## config.mk

```make
export PLATFORM = sky130hd
export DESIGN_NAME = lhs_ctrl
export DESIGN_NICKNAME = d
export VERILOG_FILES = /design/src/lhs_pkg.sv /design/src/lhs_ctrl.sv
export SDC_FILE = /design/constraint.sdc
export NUM_CORES = 1
export LEC_CHECK = 0
export ABC_AREA = 0
export BUFFER_PORTS_ARGS = -buffer_cell sky130_fd_sc_hd__clkbuf_2
export CAP_MARGIN = 20
export CORE_UTILIZATION = 56
export DETAILED_ROUTE_END_ITERATION = 16
export GPL_ROUTABILITY_DRIVEN = 0
export PLACE_DENSITY_LB_ADDON = 0.1
export SETUP_SLACK_MARGIN = 0.02
export SYNTH_ARGS = -nofsm -noshare
export SYNTH_HDL_FRONTEND = slang
export SYNTH_SLANG_ARGS = --single-unit
```

## constraint.sdc

```tcl
create_clock -name clk -period 6.39 [get_ports clk]
set_clock_uncertainty 0.15 [all_clocks]
set_input_delay 0.639 -clock clk [delete_from_list [all_inputs] [get_ports clk]]
set_output_delay 0.639 -clock clk [all_outputs]
set_load 0.03 [all_outputs]
```

## src/lhs_pkg.sv

```systemverilog
// Package for the Latin hypercube sample generator: constants, types and
// the command/status structs between controller and datapath. No dependencies.
package lhs_pkg;

  localparam int MaxPoints    = 1024;
  localparam int MaxVariables = 64;
  localparam int FracBits     = 16;
  localparam int PtW          = $clog2(MaxPoints);
  localparam int VarW         = $clog2(MaxVariables);
  localparam int CoordW       = FracBits + 1;
  localparam int CntW         = PtW + 1;
  localparam int VcntW        = VarW + 1;
  localparam int CfgIdxW      = 2;
  localparam int CfgDataW     = 31;

  localparam logic [30:0] PmMult = 31'd16807;
  localparam logic [30:0] PmMod  = 31'h7FFF_FFFF;

  // Configuration register indexes.
  localparam logic [CfgIdxW-1:0] RegPointCount    = 2'd0;
  localparam logic [CfgIdxW-1:0] RegVariableCount = 2'd1;
  localparam logic [CfgIdxW-1:0] RegSampleMode    = 2'd2;
  localparam logic [CfgIdxW-1:0] RegStartSeed     = 2'd3;

  // Sample modes.
  localparam logic [1:0] ModeCentered = 2'd0;
  localparam logic [1:0] ModeJittered = 2'd1;
  localparam logic [1:0] ModeEdge     = 2'd2;
  localparam logic [1:0] ModePlain    = 2'd3;

  // Controller to datapath commands.
  typedef struct packed {
    logic start;      // latch item, apply restart and wraps
    logic fill_wr;    // write table[idx] = idx
    logic draw;       // advance generator
    logic shuf_rd_i;  // read table[i], compute partner j
    logic shuf_rd_j;  // read table[j]
    logic shuf_wr_i;  // write table[i] = table[j]
    logic shuf_wr_j;  // write table[j] = old table[i]
    logic idx_inc;    // step shuffle/fill index
    logic idx_clr;
    logic perm_rd;    // read table[point_position]
    logic div_go;     // launch divider
    logic out_load;   // load result register
  } lhs_cmd_t;

  // Datapath to controller status.
  typedef struct packed {
    logic need_shuffle;
    logic use_divider;
    logic idx_last;
    logic div_done;
  } lhs_stat_t;

  typedef struct packed {
    logic [CoordW-1:0] coordinate;
    logic [PtW-1:0]    stratum;
    logic [VarW-1:0]   variable_index;
    logic              last_of_variable;
    logic              last_of_set;
  } lhs_result_t;

endpackage

```

## src/lhs_ctrl.sv

```systemverilog
// Controller state machine: sequences fill, shuffle, draw, divide, output.
// Depends on lhs_pkg.
module lhs_ctrl
  import lhs_pkg::*;
(
  input  logic               clk,
  input  logic               rst,
  input  logic               in_valid,
  output logic               in_ready,
  output logic               out_valid,
  input  logic               out_ready,
  input  lhs_pkg::lhs_stat_t stat,
  input  logic [1:0]         mode,
  output lhs_pkg::lhs_cmd_t  cmd
);
  typedef enum logic [12:0] {
    S_IDLE   = 13'h0001,
    S_CHECK  = 13'h0002,
    S_FILL   = 13'h0004,
    S_DRAW   = 13'h0008,
    S_RDI    = 13'h0010,
    S_RDJ    = 13'h0020,
    S_WRI    = 13'h0040,
    S_WRJ    = 13'h0080,
    S_JIT    = 13'h0100,
    S_PERM   = 13'h0200,
    S_GO     = 13'h0400,
    S_DIV    = 13'h0800,
    S_OUT    = 13'h1000
  } state_t;

  state_t state;
  state_t state_next;
  logic   out_pending;
  logic   loading;

  always_ff @(posedge clk) begin
    if (rst) state <= S_IDLE;
    else state <= state_next;
  end

  // Output register valid; the next item may start while a result waits.
  always_ff @(posedge clk) begin
    if (rst) out_pending <= 1'b0;
    else if (loading) out_pending <= 1'b1;
    else if (out_ready) out_pending <= 1'b0;
  end
  assign out_valid = out_pending;

  assign in_ready = (state == S_IDLE);

  // Next state and command decode.
  always_comb begin
    state_next = state;
    cmd        = '0;
    loading    = 1'b0;
    unique case (state)
      S_IDLE: begin
        if (in_valid) begin
          cmd.start  = 1'b1;
          state_next = S_CHECK;
        end
      end
      S_CHECK: begin
        cmd.idx_clr = 1'b1;
        if (stat.need_shuffle) state_next = S_FILL;
        else if (stat.use_divider) state_next = (mode == ModeJittered) ? S_JIT : S_PERM;
        else if (mode == ModePlain) state_next = S_DRAW;
        else state_next = S_OUT;
      end
      S_FILL: begin
        cmd.fill_wr = 1'b1;
        if (stat.idx_last) begin
          cmd.idx_clr = 1'b1;
          state_next  = S_DRAW;
        end else begin
          cmd.idx_inc = 1'b1;
        end
      end
      S_DRAW: begin
        // Generator advance: shuffle step or plain draw.
        cmd.draw = 1'b1;
        if (!stat.use_divider) state_next = S_OUT;
        else state_next = S_RDI;
      end
      S_RDI: begin
        cmd.shuf_rd_i = 1'b1;
        state_next    = S_RDJ;
      end
      S_RDJ: begin
        cmd.shuf_rd_j = 1'b1;
        state_next    = S_WRI;
      end
      S_WRI: begin
        cmd.shuf_wr_i = 1'b1;
        state_next    = S_WRJ;
      end
      S_WRJ: begin
        cmd.shuf_wr_j = 1'b1;
        if (stat.idx_last) begin
          state_next = (mode == ModeJittered) ? S_JIT : S_PERM;
        end else begin
          cmd.idx_inc = 1'b1;
          state_next  = S_DRAW;
        end
      end
      S_JIT: begin
        // Jitter draw, taken after any shuffle draws.
        cmd.draw   = 1'b1;
        state_next = S_PERM;
      end
      S_PERM: begin
        cmd.perm_rd = 1'b1;
        state_next  = S_GO;
      end
      S_GO: begin
        // The table read is valid here, so the operands are captured.
        cmd.div_go = 1'b1;
        state_next = S_DIV;
      end
      S_DIV: begin
        if (stat.div_done) state_next = S_OUT;
      end
      S_OUT: begin
        if (!out_pending || out_ready) begin
          cmd.out_load = 1'b1;
          loading      = 1'b1;
          state_next   = S_IDLE;
        end
      end
      default: state_next = S_IDLE;
    endcase
  end

  assert property (@(posedge clk) disable iff (rst) loading |-> !out_pending || out_ready)
    else $error("result register overwritten");
  assert property (@(posedge clk) disable iff (rst) in_ready |-> state == S_IDLE)
    else $error("item accepted outside idle");
  assert property (@(posedge clk) disable iff (rst) cmd.out_load |=> out_valid)
    else $error("loaded result not shown");
endmodule

```

* Word-level counts from Yosys, hierarchy flattened
Index checks and enable logic that the tools add are counted.
Word-level totals: register bits 14, input bits 10, output and inout bits 14
Operators by class: equal/unequal tests 19, mux-type cells 29, reductions and logical operators 6
Operator list (number):
- $pmux 13 s13 | 1
- $mux 13 | 8
- $mux 10 | 2
- $mux 1 | 17
- $eq 13x1->1 const B | 1
- $eq 13x10->1 const B | 1
- $eq 13x11->1 const B | 1
- $eq 13x12->1 const B | 1
- $eq 13x13->1 const B | 1
- $eq 13x2->1 const B | 1
- $eq 13x3->1 const B | 1
- $eq 13x4->1 const B | 1
- $eq 13x5->1 const B | 1
- $eq 13x6->1 const B | 1
- $eq 13x7->1 const B | 1
- $eq 13x8->1 const B | 1
- $eq 13x9->1 const B | 1
- $ne 2x2->1 const B | 4
- $reduce_and 4->1 | 1
- $reduce_or 2->1 | 2
- $eq 2x1->1 const B | 1
- $eq 2x2->1 const B | 1
- $pmux 1 s2 | 1
- $reduce_bool 2->1 | 1
- 2 further kinds | 2

* Longest topological paths before layout
Gate-level depths: netlist (run 1).
depth after elaboration 5, depth in mapped cells 6

* Least setup slack after synthesis (run 1)
Ideal clock, no wire load.
path type flip-flop to output port, start register state[0], end output port cmd[4] (netlist bit), arrival 2.436 ns, required time 5.601 ns, path slack 3.165 ns, stages on the path, launching flop included 7, buffers on the path 1, path through dfxtp_1 -> buf_6 -> or4_4 -> or4_4 -> nor2_1 -> nor2_1 -> nor2_1
RTL lines:
- from (decl) | RTL line lhs_ctrl.sv:32 | state_t state;
- from (signal assigned) | RTL line lhs_ctrl.sv:39 | else state <= state_next;
- to (decl) | RTL line lhs_ctrl.sv:14 | output lhs_pkg::lhs_cmd_t cmd

==> results of run 1 <==
area by class of cell:
type                    instances  area share
repair buffers                 23       0.100
clock buffers                   4      0.0316
flip-flops and latches         14       0.244
well taps                      25      0.0272
inverters                       6      0.0196
multi-input cells              99       0.578
cells by family (layout without fill, tap and decap cells):
logic type / count (synthesis) / count (layout) / share of synthesized area
xor gates and xnor gates: 2 / 2 / 0.0172
and+or+nand+nor: 75 / 75 / 0.459
AOI/OAI and AO/OA: 22 / 22 / 0.176
DFF: 14 / 14 / 0.275
buffers and inverters: 11 / 33 / 0.0725
power by group through the flow:
stage               clock, mW  combinational [mW]  sequential [mW]
finish                 0.0632              0.0439           0.0929
global route           0.0692              0.0471           0.0934
CTS                    0.0646              0.0436           0.0927
detailed placement          0              0.0435           0.0948
global placement            0              0.0428           0.0942
floorplan                   0              0.0355           0.0925
worst max-delay path, delay by kind of cell, from the launching register on:
family / cells / cell delay [ns]
flip-flops: 1 / 0.40
AND/OR/NAND/NOR: 4 / 1.49
buffers and inverters: 1 / 0.20
through the flow:
step | cells | util | hold slack (ns) | power (mW)
CTS | 171 | 0.673 | 0.398 | 0.201
detailed placement | 167 | 0.652 | 0.390 | 0.138
global route | 171 | 0.673 | 0.452 | 0.210
floorplan | 124 | - | 0.352 | 0.128
finish | 171 | 0.673 | 0.401 | 0.200
global placement | 167 | 0.652 | 0.379 | 0.137
worst min path at each step:
stage                     slack [ns]  depth (start not counted)  endpoint
after global placement          0.38                          2  state[6]
after global routing            0.45                          2  state[7]
final                           0.40                          2  state[7]
after detailed placement        0.39                          2  state[7]
after CTS                       0.40                          2  state[7]
after floorplan                 0.35                          2  state[7]
cells in the mapped netlist (all sizes together):
cell type and count:
nand3b 1, o41ai 1, or4 4, or2b 2, a221oi 1, nor2 16
xor2 2, o2111ai 1, nand2 4, or3 1, a2111oi 2, nor2b 2
a221o 1, and3 2, inv 6, buf 4, nor4bb 1, and2b 1
o221a 1, o21ai 2, or2 1, nor4 4, a211oi 1, nand3 4
nand4 1, nand4b 4, and2 6, nor3b 1, a21o 2, nand2b 5
and4 1, a21oi 7, clkbuf 1, nor3 9, o32ai 2, nor4b 3
dfxtp 14, a31oi 1, and3b 1, and4bb 1
flip-flops by register name, summed over array words and instances (netlist names):
signal,cells
out_valid,1
state,13
layer usage:
layer	routed length [um]	global-route usage	up-vias
met5	0	0	-
met4	20	0.103	0
met3	169	0.0327	4
met2	1240	0.474	43
met1	1080	0.358	489
li1	-	-	507
placed cells by master (no fill, tap or decap), types with 2 or more instances in the layout:
| cell | netlist | final |
|---|---|---|
| clkbuf_2 | 0 | 23 |
| nor2_1 | 16 | 16 |
| dfxtp_1 | 14 | 14 |
| nor3_1 | 9 | 9 |
| inv_1 | 6 | 6 |
| and2_1 | 6 | 6 |
| a21oi_1 | 6 | 6 |
| nand2b_1 | 5 | 5 |
| nor4_1 | 4 | 4 |
| nand3_1 | 4 | 4 |
| or4_4 | 4 | 4 |
| nand2_1 | 4 | 4 |
| nand4b_1 | 4 | 4 |
| nor4b_1 | 3 | 3 |
| clkbuf_4 | 0 | 3 |
| or2b_2 | 2 | 2 |
| nor2b_1 | 2 | 2 |
| and3_1 | 2 | 2 |
| a21o_1 | 2 | 2 |
| xor2_1 | 2 | 2 |
| o21ai_0 | 2 | 2 |
| a2111oi_0 | 2 | 2 |
==> impl_metrics.json, run 1 <==
{
  "crit_type": "flop to output pin",
  "cp_slowest_cell": "nor4_1",
  "synth_top_area_frac": 0.275,
  "yosysWarnings": 0,
  "globalRoute.totalOverflow": 0,
  "final_cell_area_um2": 1150,
  "fin_ws_ns": 3.22,
  "path_clk_slew_ns": 0.09,
  "row_count": 15,
  "crit_arrival_ns": 2.38,
  "hp-class": "flop to flop",
  "wl_per_cell_um": 14.7,
  "core_area_um2": 1710,
  "drv_cap": 0,
  "clockBufferDepth": 2,
  "fmax_mhz": 316,
  "syn-cell-area_um2": 1020,
  "rr_endpoint": "state[12]",
  "cts_made_buffers": 3,
  "syn_area_per_cell_um2": 8.21,
  "crit_start": "state[0]",
  "cts_resized": 0,
  "avgViaCountPerCell": 6.10,
  "die_height_um": 44.6,
  "total_leakage_power_nw": 0.468,
  "drive_gt1_frac": 0.274,
  "finalMaxSlewViolations": 0,
  "crit_chain": "nor4_1, nand3_1, or4_4, nor2b_1, clkbuf_2",
  "max_slew_margin": 0.489,
  "fillers": 148,
  "reg2regPathDepth": 5,
  "area_growth_pct": 12.9,
  "ys_seq_area_frac": 0.275,
  "seqCellArea_um2": 280,
  "clkPwrFrac": 0.316,
  "synth_cell_types": 43,
  "p_sw_frac": 0.295,
  "routed_wl_um": 2520,
  "ioPinCount": 24,
  "hold_buffers": 0,
  "fin_nets": 157,
  "drc": 0,
  "worst-slew-pin-transition_ns": 0.759,
  "dpl_cell_area_um2": 1110,
  "cts_setup_buffers": 0,
  "rsz0062_at_grt": "no",
  "initial_core_util": 0.596,
  "hold_violations": 0,
  "clk_latency_ns": 0.28,
  "tritoncts": "done",
  "drtAntennaViolNets": 0,
  "p_sw_mw": 0.0591,
  "r2r_slack_ns": 4.06,
  "drt_pre_antenna_iters": 4,
  "setup_tns_ns": 0,
  "intPower_mw": 0.141,
  "setup_viol": 0,
  "synth_cells": 124,
  "status": "completed",
  "p_comb_frac": 0.219,
  "seq_power_share": 0.465,
  "end_kind": "output pin",
  "vias": 1043,
  "cts_root_buffer": "clkbuf_4",
  "grtUsageTotal": 0.278,
  "p_per_area_nw_per_um2": 174,
  "grt_start_max_net_pins": 15,
  "vdd_drop_max_mv": 0.120,
  "die-width_um": 44.6,
  "crit_fanout": 8,
  "reg2reg_from": "state[0]",
  "antenna_cells": 0,
  "preCtsSetupSlack_ns": 3.56,
  "critPathLaunchType": "flop",
  "yosysTopAreaCell": "dfxtp_1",
  "portBuffers": 23,
  "worstSetupEndpoint": "cmd[0]",
  "hold_start": "state[6]",
  "first_global_vias": 883,
  "cts_max_level": 1,
  "grt_pass1_wl_um": 4040,
  "multi_input_area_um2": 664,
  "antenna_found_initial": 0,
  "synthTopCellsByArea": "dfxtp_1, nor2_1, nor3_1",
  "slowest_delay_ns": 0.66,
  "syn_nets": 134,
  "crit_required_ns": 5.60,
  "synth-seq-cells": 14,
  "drtIter0Drc": 42,
  "cts_sinks": 14,
  "finalCritPeriodShare": 0.496,
  "min_period_ns": 3.17,
  "place_hpwl_um": 1990,
  "die_area_um2": 1990
}
No activity file was read; power rests on OpenSTA's default activity.
==> run 2: changes to the inputs <==
Settings changed: CORE_UTILIZATION 56 to 47.
Clock period 6.39 ns to 2.9 ns, I/O delays scaled along.
==> impl_metrics.json, run 2 (synthesis results as in run 1) <==
{
  "seqCellArea_um2": 280,
  "cts_root_buffer": "clkbuf_4",
  "layout_commonest_cell": "clkbuf_2",
  "drv_cap": 0,
  "vdd_drop_max_mv": 0.345,
  "core_area_um2": 2000,
  "antenna_found_initial": 0,
  "grt_pass1_wl_um": 3780,
  "die_height_um": 48.6,
  "finalCritPeriodShare": 0.944,
  "rsz0062_at_grt": "no",
  "status": "completed",
  "dpl_cell_area_um2": 1130,
  "drc": 0,
  "setup_viol": 0,
  "crit_type": "flop to output pin",
  "crit_arrival_ns": 2.30,
  "grtUsageTotal": 0.209,
  "final_cell_area_um2": 1170,
  "fin_ws_ns": 0.163,
  "hold_buffers": 0,
  "finalMaxSlewViolations": 0,
  "ioPinCount": 24,
  "cts_setup_buffers": 0,
  "die_area_um2": 2360,
  "drtAntennaViolNets": 0,
  "clk_latency_ns": 0.29,
  "hp-class": "input pin to flop",
  "vias": 1041,
  "final_core_util": 0.584,
  "drt_pre_antenna_iters": 4,
  "routed_wl_um": 2470,
  "area_growth_pct": 14.9,
  "drtIter0Drc": 39,
  "drive_gt1_frac": 0.291,
  "hold_ws_ns": 0.138,
  "post-place-cells": 171,
  "largest_reg_flops": 13,
  "p_per_area_nw_per_um2": 381,
  "wl_per_cell_um": 14.1,
  "fillers": 193,
  "antenna_cells": 0,
  "preCtsSetupSlack_ns": 0.436,
  "multi_input_area_um2": 667,
  "initial_core_util": 0.509,
  "max_slew_margin": 0.617,
  "regMostFlops": "state",
  "portBuffers": 23,
  "end_kind": "output pin",
  "die-width_um": 48.6,
  "crit_required_ns": 2.46,
  "row_count": 16,
  "clockBufferDepth": 2,
  "grt_start_max_net_pins": 15,
  "avgViaCountPerCell": 5.95,
  "final_cell_mix": "clkbuf_2, nor2_1, dfxtp_1",
  "first_global_vias": 854,
  "place_hpwl_um": 1920,
  "setup_tns_ns": 0,
  "critPathLaunchType": "flop",
  "fmax_mhz": 365,
  "total_leakage_power_nw": 0.477,
  "worst-slew-pin-transition_ns": 0.560,
  "fin_nets": 159,
  "hold_violations": 0,
  "cts_sinks": 14,
  "cts_max_level": 1,
  "tritoncts": "done",
  "cts_resized": 0,
  "crit_fanout": 8,
  "path_clk_slew_ns": 0.09,
  "globalRoute.totalOverflow": 0,
  "min_period_ns": 2.74,
  "cts_made_buffers": 3,
  "p_total_mw": 0.446,
  "final_cells": 175
}
-- run 2: changes by cell type in the layout (fill, tap and decap cells not counted), sizes merged --
cell / before / now
buf: 0 / 2
-- run 2: where the power goes --
| part | total [mW] | switching (mW) | internal (mW) |
|---|---|---|---|
| Sequential | 0.204 | 0.00781 | 0.196 |
| Clock | 0.143 | 0.0668 | 0.0765 |
| Combinational | 0.0984 | 0.0575 | 0.0409 |
| Total | 0.446 | 0.132 | 0.314 |
-- run 2: critical path: stages (launching register included) --
cell and delay [ns]:
dfxtp_1 0.40, or4_4 0.59, or4_4 0.48, nor2_2 0.19, nor2_1 0.06, nor2_1 0.08
clkbuf_2 0.20
-- run 2: layout make-up --
type / instances / share of cell area
Timing Repair Buffer: 25 / 0.111
Sequential cell: 14 / 0.240
Inverter: 6 / 0.0193
Multi-Input combinational cell: 99 / 0.570
Clock buffer: 4 / 0.0310
Tap cell: 27 / 0.0289
-- run 2: final timing paths --
path	endpoint	slack, ns	cells past startpoint	from
setup / recovery	cmd[4]	0.16	6	state[12]
hold / removal	state[4]	0.14	2	stat[2]
setup reg to reg	state[12]	0.57	5	state[12]
hold reg to reg	state[6]	0.42	2	state[5]
-- run 2: layer usage --
metal | vias to the layer above | routed length, um | global-route usage
li1 | 512 | - | -
met1 | 479 | 1130 | 0.255
met2 | 46 | 1150 | 0.352
met3 | 4 | 163 | 0.0660
met4 | 0 | 25 | 0.0588
met5 | - | 0 | 0
